### src/rtl/core/bcd_pkg.sv
// Shared types, constants and the FNV-1a step for the buffer change detector.
`default_nettype none

package bcd_pkg;

    localparam logic [63:0] FNV_BASIS = 64'hcbf2_9ce4_8422_2325;

    // Configuration register indexes
    localparam int unsigned CFG_IDX_W  = 8;
    localparam int unsigned CFG_DATA_W = 9;
    localparam logic [CFG_IDX_W-1:0] CFG_COMPARE_MODE  = 8'd0;
    localparam logic [CFG_IDX_W-1:0] CFG_BUFFER_LENGTH = 8'd1;

    // Result queue sizing
    localparam int unsigned RES_FIFO_DEPTH = 4;
    localparam int unsigned RES_PTR_W      = 2;
    localparam int unsigned RES_CNT_W      = 3;

    // Stream payload widths
    localparam int unsigned IN_TDATA_W  = 8;
    localparam int unsigned OUT_TDATA_W = 72;

    typedef struct packed {
        logic        changed;
        logic [63:0] buffer_hash;
    } t_result;

    // One FNV-1a round: xor the byte in, multiply by 0x100000001b3 mod 2^64.
    // The prime is 2^40 + 0x1b3, and 0x1b3 = 256 + 128 + 32 + 16 + 2 + 1.
    function automatic logic [63:0] fnv_step(input logic [63:0] h, input logic [7:0] b);
        logic [63:0] x;
        x = h ^ {56'd0, b};
        return (x << 40) + (x << 8) + (x << 7) + (x << 5) + (x << 4) + (x << 1) + x;
    endfunction

endpackage

`default_nettype wire

### src/rtl/core/bcd_result_fifo.sv
// Small result queue between the compare stage and the output stream.
`default_nettype none

module bcd_result_fifo (
    input  wire                                i_clk,
    input  wire                                i_rst_n,
    input  wire                                i_push,
    input  wire bcd_pkg::t_result              i_push_data,
    output logic                               o_valid,
    input  wire                                i_ready,
    output bcd_pkg::t_result                   o_data,
    output logic [bcd_pkg::RES_CNT_W-1:0]      o_count
);
    import bcd_pkg::*;

    t_result              r_mem [RES_FIFO_DEPTH];
    logic [RES_PTR_W-1:0] r_wr_ptr;
    logic [RES_PTR_W-1:0] r_rd_ptr;
    logic [RES_CNT_W-1:0] r_count;
    logic                 w_pop;

    assign o_valid = (r_count != '0);
    assign o_data  = r_mem[r_rd_ptr];
    assign o_count = r_count;
    assign w_pop   = o_valid && i_ready;

    always_ff @(posedge i_clk) begin
        if (i_push) begin
            r_mem[r_wr_ptr] <= i_push_data;
        end
    end

    always_ff @(posedge i_clk) begin
        if (!i_rst_n) begin
            r_wr_ptr <= '0;
            r_rd_ptr <= '0;
            r_count  <= '0;
        end else begin
            if (i_push) begin
                r_wr_ptr <= r_wr_ptr + RES_PTR_W'(1);
            end
            if (w_pop) begin
                r_rd_ptr <= r_rd_ptr + RES_PTR_W'(1);
            end
            case ({i_push, w_pop})
                2'b10:   r_count <= r_count + RES_CNT_W'(1);
                2'b01:   r_count <= r_count - RES_CNT_W'(1);
                default: r_count <= r_count;
            endcase
        end
    end

endmodule

`default_nettype wire

### src/rtl/core/buffer_change_detector_top.sv
// Top level of the buffer change detector: FNV-1a hash and byte-copy compare.
//
//  channel   dir  handshake                       payload
//  s_axis    in   s_axis_tvalid / s_axis_tready   tdata[7:0]  data_byte
//  m_axis    out  m_axis_tvalid / m_axis_tready   tdata[0] changed, [64:1] buffer_hash
//  cfg       in   i_cfg_valid / o_cfg_ready       i_cfg_index, i_cfg_data
//
// One byte per cycle sustained while the result queue has room and no sweep runs;
// the FNV-1a round on the running hash register is the loop that sets this. The
// last byte reaches m_axis through the memory read, then compare and queue.
// After reset the copy store is zeroed by a sweep over all MAX_BYTES entries; bytes
// are held off during the sweep, configuration writes are taken.
// Outside the sweep, s_axis stalls only when the four-entry result queue could overflow.
`default_nettype none

module buffer_change_detector_top #(
    parameter int unsigned MAX_BYTES = 256
) (
    input  wire                                 i_clk,
    input  wire                                 i_rst_n,
    // data_byte [7:0]
    input  wire  [bcd_pkg::IN_TDATA_W-1:0]      s_axis_tdata,
    input  wire                                 s_axis_tvalid,
    output logic                                s_axis_tready,
    // changed [0], buffer_hash [64:1], zero [71:65]
    output logic [bcd_pkg::OUT_TDATA_W-1:0]     m_axis_tdata,
    output logic                                m_axis_tvalid,
    input  wire                                 m_axis_tready,
    input  wire                                 i_cfg_valid,
    output logic                                o_cfg_ready,
    input  wire  [bcd_pkg::CFG_IDX_W-1:0]       i_cfg_index,
    input  wire  [bcd_pkg::CFG_DATA_W-1:0]      i_cfg_data
);
    import bcd_pkg::*;

    // Address width of the copy store and width used for length compares
    localparam int unsigned AW = (MAX_BYTES > 1) ? $clog2(MAX_BYTES) : 1;
    localparam int unsigned CW = (AW + 1 > CFG_DATA_W) ? AW + 1 : CFG_DATA_W;
    localparam logic [AW-1:0] LAST_ADDR = AW'(MAX_BYTES - 1);
    localparam logic [CW-1:0] MAX_LEN   = CW'(MAX_BYTES);

    // Configuration registers
    logic                  r_mode;
    logic [CFG_DATA_W-1:0] r_len;

    // Byte-accept stage state
    logic [63:0]   r_hash;
    logic [63:0]   n_hash;
    logic [AW-1:0] r_pos;
    logic [AW-1:0] n_pos;

    // Clearing sweep of the copy store
    logic          r_clr_active;
    logic [AW-1:0] r_clr_addr;

    // Compare stage
    logic          r_s1_valid;
    logic          r_s1_last;
    logic          r_s1_copy;
    logic [7:0]    r_s1_byte;
    logic [63:0]   r_s1_hash;
    logic [AW-1:0] r_s1_addr;
    logic          r_fwd_hit;
    logic [7:0]    r_fwd_byte;
    logic          r_mismatch;
    logic          n_mismatch;
    logic [63:0]   r_stored_hash;

    // Copy store
    logic [7:0]    r_copy_mem [MAX_BYTES];
    logic [7:0]    r_rd_data;
    logic          w_wr_en;
    logic [AW-1:0] w_wr_addr;
    logic [7:0]    w_wr_data;

    logic                 w_accept;
    logic                 w_last;
    logic [CW-1:0]        w_eff_len;
    logic [63:0]          w_hash_step;
    logic [7:0]           w_old_byte;
    logic                 w_mis_total;
    logic                 w_push;
    t_result              w_result;
    t_result              w_out;
    logic [RES_CNT_W-1:0] w_res_count;

    // ---------------- configuration ----------------
    assign o_cfg_ready = 1'b1;

    always_ff @(posedge i_clk) begin
        if (!i_rst_n) begin
            r_mode <= 1'b0;
            r_len  <= CFG_DATA_W'(1);
        end else if (i_cfg_valid) begin
            case (i_cfg_index)
                CFG_COMPARE_MODE:  r_mode <= i_cfg_data[0];
                CFG_BUFFER_LENGTH: r_len  <= i_cfg_data;
                default:           ;
            endcase
        end
    end

    // ---------------- byte accept ----------------
    // Hold bytes during the clearing sweep and whenever the result queue
    // could not take every result already committed plus this one.
    assign s_axis_tready = !r_clr_active &&
                           ((w_res_count + RES_CNT_W'(w_push)) < RES_CNT_W'(RES_FIFO_DEPTH));
    assign w_accept = s_axis_tvalid && s_axis_tready;

    // Clamp length: zero counts as one, above MAX_BYTES counts as MAX_BYTES.
    always_comb begin
        if (r_len == '0) begin
            w_eff_len = CW'(1);
        end else if (CW'(r_len) > MAX_LEN) begin
            w_eff_len = MAX_LEN;
        end else begin
            w_eff_len = CW'(r_len);
        end
    end

    assign w_last      = (CW'(r_pos) + CW'(1)) >= w_eff_len;
    assign w_hash_step = fnv_step(r_hash, s_axis_tdata);

    always_comb begin
        n_hash = r_hash;
        n_pos  = r_pos;
        if (w_accept) begin
            // Restart the hash and position after the last byte of a buffer
            n_hash = w_last ? FNV_BASIS : w_hash_step;
            n_pos  = w_last ? '0 : r_pos + AW'(1);
        end
    end

    always_ff @(posedge i_clk) begin
        if (!i_rst_n) begin
            r_hash <= FNV_BASIS;
            r_pos  <= '0;
        end else begin
            r_hash <= n_hash;
            r_pos  <= n_pos;
        end
    end

    // Advance the pipeline; a byte in copy mode written back at the same
    // address that is read now is forwarded, since the read sees old data.
    always_ff @(posedge i_clk) begin
        if (!i_rst_n) begin
            r_s1_valid <= 1'b0;
            r_fwd_hit  <= 1'b0;
        end else begin
            r_s1_valid <= w_accept;
            r_fwd_hit  <= w_accept && r_s1_valid && r_s1_copy && (r_s1_addr == r_pos);
        end
    end

    always_ff @(posedge i_clk) begin
        if (w_accept) begin
            r_s1_last  <= w_last;
            r_s1_copy  <= r_mode;
            r_s1_byte  <= s_axis_tdata;
            r_s1_hash  <= w_hash_step;
            r_s1_addr  <= r_pos;
            r_fwd_byte <= r_s1_byte;
        end
    end

    // ---------------- copy store ----------------
    always_ff @(posedge i_clk) begin
        if (!i_rst_n) begin
            r_clr_active <= 1'b1;
            r_clr_addr   <= '0;
        end else if (r_clr_active) begin
            r_clr_addr <= r_clr_addr + AW'(1);
            if (r_clr_addr == LAST_ADDR) begin
                r_clr_active <= 1'b0;
            end
        end
    end

    assign w_wr_en   = r_clr_active || (r_s1_valid && r_s1_copy);
    assign w_wr_addr = r_clr_active ? r_clr_addr : r_s1_addr;
    assign w_wr_data = r_clr_active ? 8'd0 : r_s1_byte;

    always_ff @(posedge i_clk) begin
        if (w_wr_en) begin
            r_copy_mem[w_wr_addr] <= w_wr_data;
        end
    end

    always_ff @(posedge i_clk) begin
        if (w_accept) begin
            r_rd_data <= r_copy_mem[r_pos];
        end
    end

    // ---------------- compare ----------------
    assign w_old_byte  = r_fwd_hit ? r_fwd_byte : r_rd_data;
    assign w_mis_total = r_mismatch || (r_s1_copy && (w_old_byte != r_s1_byte));
    assign w_push      = r_s1_valid && r_s1_last;

    // The mode of the last byte decides how the changed flag is formed
    assign w_result.changed     = r_s1_copy ? w_mis_total : (r_s1_hash != r_stored_hash);
    assign w_result.buffer_hash = r_s1_hash;

    always_comb begin
        n_mismatch = r_mismatch;
        if (r_s1_valid) begin
            n_mismatch = r_s1_last ? 1'b0 : w_mis_total;
        end
    end

    always_ff @(posedge i_clk) begin
        if (!i_rst_n) begin
            r_mismatch    <= 1'b0;
            r_stored_hash <= '0;
        end else begin
            r_mismatch <= n_mismatch;
            if (w_push && !r_s1_copy) begin
                r_stored_hash <= r_s1_hash;
            end
        end
    end

    // ---------------- result queue ----------------
    bcd_result_fifo u_result_fifo (
        .i_clk       (i_clk),
        .i_rst_n     (i_rst_n),
        .i_push      (w_push),
        .i_push_data (w_result),
        .o_valid     (m_axis_tvalid),
        .i_ready     (m_axis_tready),
        .o_data      (w_out),
        .o_count     (w_res_count)
    );

    assign m_axis_tdata = {7'd0, w_out.buffer_hash, w_out.changed};

`ifndef ASSERT_OFF
    a_queue_room: assert property (@(posedge i_clk) disable iff (!i_rst_n)
        w_push |-> (w_res_count != RES_CNT_W'(RES_FIFO_DEPTH)))
        else $error("result pushed into a full queue");

    a_pos_restart: assert property (@(posedge i_clk) disable iff (!i_rst_n)
        (w_accept && w_last) |=> (r_pos == '0 && r_hash == FNV_BASIS))
        else $error("buffer state not restarted after last byte");

    a_sweep_done: assert property (@(posedge i_clk) disable iff (!i_rst_n)
        $fell(r_clr_active) |-> ($past(r_clr_addr) == LAST_ADDR))
        else $error("clearing sweep ended early");

    a_fwd_same_addr: assert property (@(posedge i_clk) disable iff (!i_rst_n)
        r_fwd_hit |-> (r_s1_valid && $past(r_s1_copy)))
        else $error("forward taken without a copy-mode write");
`endif

endmodule

`default_nettype wire
### config.mk
export PLATFORM = sky130hd
export DESIGN_NAME = buffer_change_detector_top
export DESIGN_NICKNAME = d
export VERILOG_FILES = /design/src/rtl/core/bcd_pkg.sv /design/src/rtl/core/bcd_result_fifo.sv /design/src/rtl/core/buffer_change_detector_top.sv
export SDC_FILE = /design/constraint.sdc
export NUM_CORES = 2
export LEC_CHECK = 0
export BUFFER_PORTS_ARGS = -buffer_cell sky130_fd_sc_hd__buf_2
export CAP_MARGIN = 20
export CORE_ASPECT_RATIO = 0.9
export CORE_MARGIN = 5
export CORE_UTILIZATION = 68
export CTS_CLUSTER_DIAMETER = 120
export DETAILED_ROUTE_END_ITERATION = 8
export PLACE_DENSITY = 0.85
export SLEW_MARGIN = 0
export SYNTH_ARGS = -nofsm -noshare
export SYNTH_HDL_FRONTEND = slang
export SYNTH_SLANG_ARGS = --single-unit
### constraint.sdc
create_clock -name i_clk -period 20.1 [get_ports i_clk]
set_clock_uncertainty 0.05 [all_clocks]
set_input_delay 2.01 -clock i_clk [delete_from_list [all_inputs] [get_ports i_clk]]
set_output_delay 2.01 -clock i_clk [all_outputs]
set_load 0.02 [all_outputs]
# Word level (Yosys, flattened, before mapping)

Memories as Yosys holds them, arrays and structs flattened. A register that Yosys moved wholly into a read port is not among the register bits.
Cells that the tools add are included.

Output and inout bits: 75
Memory bits (writable): 2,308
Register bits: 255
Logic and storage cells: 84
Input port bits: 30
Memories kept: 2

Mux-type cells: 18
Reductions and logical operators: 20
Add/subtract/negate cells: 14
Bitwise logic cells: 1
Eq/ne operators: 7
Order comparisons: 3

Memory list:

| memory              | words | width | read ports | clocked after memory_dff | wr ports | RTL line                         | RTL |
|---|---|---|---|---|---|---|---|
| r_copy_mem          | 256   | 8     | 1          | 1                        | 1        | buffer_change_detector_top.sv:70 | `logic [7:0] r_copy_mem [MAX_BYTES];` |
| u_result_fifo.r_mem | 4     | 65    | 1          | 1                        | 1        | bcd_result_fifo.sv:16            | `t_result r_mem [RES_FIFO_DEPTH];` |

Operator list:

| operator                                                               | number |
|---|---|
| 64-bit adder                                                           | 6 |
| 64-bit 2-to-1 mux                                                      | 1 |
| 64-bit != test                                                         | 1 |
| 64-bit by 8-bit bitwise XOR with 64-bit output                         | 1 |
| 8-bit 2-to-1 mux                                                       | 4 |
| 9-bit 2-to-1 mux                                                       | 2 |
| 8-bit by 1-bit adder with 8-bit output (second input constant)         | 2 |
| 1-bit logical AND                                                      | 10 |
| 8-bit by 1-bit adder with 9-bit output (second input constant)         | 1 |
| 9-bit >= comparator                                                    | 1 |
| 9-bit greater-than comparator (second input constant)                  | 1 |
| 9-bit logical NOT                                                      | 1 |
| 8-bit by 1-bit equality test with 1-bit output (second input constant) | 1 |
| 8-bit equality test                                                    | 1 |
| 8-bit equality test (second input constant)                            | 1 |
| 8-bit logical NOT                                                      | 1 |
| 1-bit 2-to-1 mux                                                       | 8 |
| 8-bit != test                                                          | 1 |
| 3-bit case mux with 2 select lines                                     | 1 |
| 2-bit by 1-bit adder with 2-bit output (second input constant)         | 2 |
| 2-bit 2-to-1 mux                                                       | 2 |
| 2-bit AND reduction                                                    | 2 |
| 3-bit by 1-bit adder with 3-bit output                                 | 1 |
| 3-bit by 1-bit adder with 3-bit output (second input constant)         | 1 |
| 8 further kinds                                                        | 10 |

# Logic depth before layout (Yosys ltp)

Depth in word-level cells: 8
Depth in mapped cells: 19
Depth with buffers taken out: 19

# Modules after synthesis

Synthesis repeated with hierarchy kept, for this count alone.

Cells, all modules: 5,749
Area, all modules: 109,364.9 um2

By module, submodules not included:

| module                     | seq. area each (um2) | times used | cells each | area an instance (um2) |
|---|---|---|---|---|
| buffer_change_detector_top | 67,604.8             | 1          | 5,364      | 99,481.7 |
| bcd_result_fifo            | 7,987.7              | 1          | 385        | 9,883.2 |

# Least setup slack after synthesis

OpenSTA, ideal clock, no wires.

Path type: flip-flop to flip-flop
Start point: register r_clr_active
End point: memory r_copy_mem[0][0] (data pin)
Required time: 18.597 ns
Stages on the path, launching flop included: 5
Arrival time: 7.191 ns
Clock period less this slack: 8.694 ns
Path buffers: 3
Setup time: 1.453 ns
Slack: 11.406 ns
Path through: dfxtp_1 > buf_1 > buf_1 > clkbuf_1 > nor2b_1

Longest elaborated chain between the ends: 1

RTL lines:

| what                     | RTL line                          | RTL |
|---|---|---|
| start: declaration       | buffer_change_detector_top.sv:53  | `logic r_clr_active;` |
| start signal: assignment | buffer_change_detector_top.sv:170 | `r_clr_active <= 1'b1;` |
| start signal: assignment | buffer_change_detector_top.sv:175 | `r_clr_active <= 1'b0;` |
| 8-bit 2-to-1 mux         | buffer_change_detector_top.sv:182 | `assign w_wr_data = r_clr_active ? 8'd0 : r_s1_byte;` |
| named net w_wr_data[0]   | buffer_change_detector_top.sv:74  | `logic [7:0] w_wr_data;` |
| end: declaration         | buffer_change_detector_top.sv:70  |  |

The timed path passes the listed nets, and every way through them passes these cells.

# Final worst setup path

Start point: input s_axis_tdata[1] (netlist bit)
End point: register r_hash[61]

Longest elaborated chain between the ends: 8

RTL lines:

| what                                               | RTL line                          | RTL |
|---|---|---|
| start: declaration                                 | buffer_change_detector_top.sv:22  | `input wire [bcd_pkg::IN_TDATA_W-1:0] s_axis_tdata,` |
| 64-bit by 8-bit bitwise XOR with 64-bit output (*) | bcd_pkg.sv:32                     | `x = h ^ {56'd0, b};` |
| 64-bit adder (5 in series)                         | bcd_pkg.sv:33                     | `return (x << 40) + (x << 8) + (x << 7) + (x << 5) + (x << 4) + (x << 1) + x;` |
| 64-bit adder (*)                                   | bcd_pkg.sv:33                     |  |
| named net w_hash_step[61]                          | buffer_change_detector_top.sv:79  | `logic [63:0] w_hash_step;` |
| 64-bit 2-to-1 mux (*)                              | buffer_change_detector_top.sv:129 | `n_hash = w_last ? FNV_BASIS : w_hash_step;` |
| end signal: assignment                             | buffer_change_detector_top.sv:139 | `r_hash <= n_hash;` |
| end: declaration                                   | buffer_change_detector_top.sv:47  | `logic [63:0] r_hash;` |

The timed path passes the listed nets; every way through them passes the cells marked *.
A chain may end at the register's enable or synchronous reset.

==> out/metrics.csv <==
metric,value,unit
P&R area growth vs syn,9.513,%
"Hold Vio Cnt, Final",0,
DRC Markers,0,
Syn. warnings,0,
first-pass GRT wire length,427.6,mm
clock buffer depth,3,
pwr dens,87.48,nW/µm²
worst r2r path cells,18,
fmax,127.2,MHz
Syn Area/Cell,16.77,µm²
grt ovf,0,
CTS H-Tree Depth,4,
RePlAce Congestion,0.9458,
Worst Setup End Kind,register,
status,finished with violations,
IO Count,105,
largest net degree at the start of global routing,257,
Synth cell types,72,
maximum VDD drop,0.1056,mV
ANT nets after route,0,
"flops & latches, synth",2573,
TritonCTS Buffers,229,
Worst Hold Launch,r_mode,
critical path required time,20.79,ns
Worst-path clk slew,0.07,ns
Initial Utilization,0.6832,
Slew @ Worst Pin,1.510,ns
WL/cell,32.48,µm
Post-Place Setup Slack,11.68,ns
ys flop type,edfxtp_1,
Synth Cell Area,110500,µm²
"EDFF count, synth",2406,
R2R Setup Slk,13.20,ns
chip height,392.4,µm
DR iter-0 viols,10190,
Cells after Synth,6587,
initial antenna violation count,8,
"Core Util, Final",0.7482,
final worst setup slack,12.24,ns
Setup-failing EPs final,0,
design area,121000,µm²
worst r2r src,r_hash[1],
min cycle time layout,7.860,ns
Lkg Pwr,38.30,nW
Die Width,434.8,µm
Row Count,140,
all-layer global routing usage,0.3417,
IO Port Bufs,96,
# clock sinks,2573,
post-CTS setup buffer count,0,
Setup TNS,0,ns
Clock Latency Late Sink,0.88,ns
hold path depth,0,
CTS tree,yes,
layout cells sized above 1,0.1399,
RR Endpoint,r_hash[61],
crit path launch,s_axis_tdata[1],
RSZ-0062 raised after global routing,no,
Rel. slew slack,-0.006823,
Pre-Repair DR Iteration Count,6,
via count,63890,
Final nets,7061,
core footprint,161700,µm²
non-filler instance count after layout,9000,
clock root cell,clkbuf_16,
dpl hpwl,169.3,mm
DP Cell Count,8549,
CTS Hold Bufs,0,
failing checks,max-slew violations,
Die ar.,170600,µm²
Max-Cap Viols,0,
HP Class,register to register,
Critical Path Start Type,primary input,
worst-path maximum fanout,5,
WHS Endpoint,r_s1_copy,
number of global-route vias before repair,63730,
sequential fraction of the synthesis area,0.6844,
period utilisation layout,0.3911,
ys async rst share,0,
Post-DP Area,113000,µm²
worst path arrival time,8.55,ns
Routed WL,292.3,mm
vias per std cell,7.099,
max-slew violation count,28,
Resized Gates After CTS,0,
CP Class,primary input to register,
-- critical path, cell delays in order --
cell and delay, ns:
buf_2 0.13, xnor2_1 0.72, inv_1 0.33, xnor2_1 0.37
ha_1 0.31, fa_1 0.46, ha_1 0.29, ha_1 0.28
ha_1 0.21, fa_1 0.49, a211oi_1 0.35, o21bai_1 0.19
o2bb2ai_1 0.50, nor3_1 0.20, o31ai_1 0.78, o31ai_2 0.32
a31oi_1 0.28, xnor2_1 0.12, a22o_1 0.21
-- per-layer routing --
layer / GRT usage / vias to the layer above / routed length, µm / share of wire
met5: 0 / - / 44 / 0.00015
met1: 0.4624 / 32110 / 101500 / 0.35
li1: - / 25570 / - / -
met3: 0.08135 / 911 / 36060 / 0.12
met2: 0.5411 / 5302 / 139800 / 0.48
met4: 0.1529 / 6 / 14870 / 0.051
-- stage by stage --
| step | hold slack [ns] | total power, mW |
|---|---|---|
| 6_report | 0.3904 | 10.58 |
| 5_1_grt | 0.3977 | 10.84 |
| 4_1_cts | 0.3895 | 10.57 |
| 3_5_place_dp | 0.3756 | 6.154 |
| 3_3_place_gp | 0.3763 | 6.152 |
| 2_1_floorplan | 0.3529 | 6.071 |
-- flip-flops by register name, indices dropped and copies added (netlist names), 2 cells and up, named ones only --
register / flops
r_rd_data: 8
r_s1_addr: 8
r_copy_mem: 2048
r_s1_hash: 64
u_result_fifo.r_mem: 260
r_len: 9
r_fwd_byte: 8
u_result_fifo.o_count: 3
r_clr_addr: 8
r_stored_hash: 64
u_result_fifo.r_wr_ptr: 2
r_hash: 64
r_pos: 8
r_s1_byte: 8
u_result_fifo.r_rd_ptr: 2
-- worst max path at each step --
stage / end / slack [ns] / cells after the start
finish: r_hash[61] / 12.24 / 19
detailed placement: r_hash[61] / 11.68 / 19
global route: r_hash[59] / 12.09 / 19
global placement: r_hash[61] / 11.78 / 19
CTS: r_hash[61] / 12.48 / 19
floorplan: r_copy_mem[0][0] / 11.41 / 4
-- report_power, final --
group	internal (mW)	switching [mW]
Clock	2.53	2.01
Sequential	5.78	0.00265
Combinational	0.0942	0.171
-- final cells by class --
type / instances / area (µm²)
inverters: 421 / 1585
repair buffers: 193 / 1434
clock buffers: 269 / 5964
flip-flops and latches: 2573 / 75620
fillers: 8486 / 40720
well taps: 2130 / 2665
clock inverters: 160 / 1757
diodes: 14 / 35.03
multi-input cells: 3240 / 31910
-- placed cells by master, fill, tap and decap left out, types with 29 or more instances in the layout --
cell       instances
mux2i_1          501
clkbuf_16        232
xnor2_1           76
mux4_2           382
inv_1            418
nand4_1           29
nand3_1           40
o21ai_0           56
buf_2             96
fa_1             247
o22ai_1          133
nor2_1           317
clkinv_1          56
dfxtp_1          158
edfxtp_1        2406
clkinv_2          46
a21oi_1          207
nor2b_1           30
a21o_1            44
ha_1             126
bufinv_16         31
clkbuf_1          35
a21boi_0          82
o221ai_1         240
buf_4             81
xor2_1            81
nand2_1          369
-- logic make-up (layout without fill, tap and decap cells) --
kind of cell	Yosys count	count (layout)	share of synthesized area
xor gates and xnor gates	157	157	0.01245
other	2	22	0.00006799
and+or+nand+nor	916	916	0.03575
adders and majority gates	373	373	0.05904
muxes	885	885	0.1235
buffers and inverters	780	1043	0.02791
DFF	2573	2573	0.6844
AOI/OAI and AO/OA	901	901	0.05693
-- synthesized netlist by cell type, drive strengths merged, types with 88 or more instances --
cell type | n | area [µm²]
a21boi | 88 | 660.6
a21oi | 207 | 1036
buf | 118 | 598.1
clkbuf | 241 | 904.6
dfxtp | 167 | 3343
edfxtp | 2406 | 72250
fa | 247 | 4945
ha | 126 | 1577
inv | 420 | 1577
mux2i | 501 | 5015
mux4 | 382 | 8603
nand2 | 374 | 1404
nor2 | 319 | 1197
o221ai | 240 | 2102
o22ai | 133 | 832.1
(Power assumes the default switching activity.)
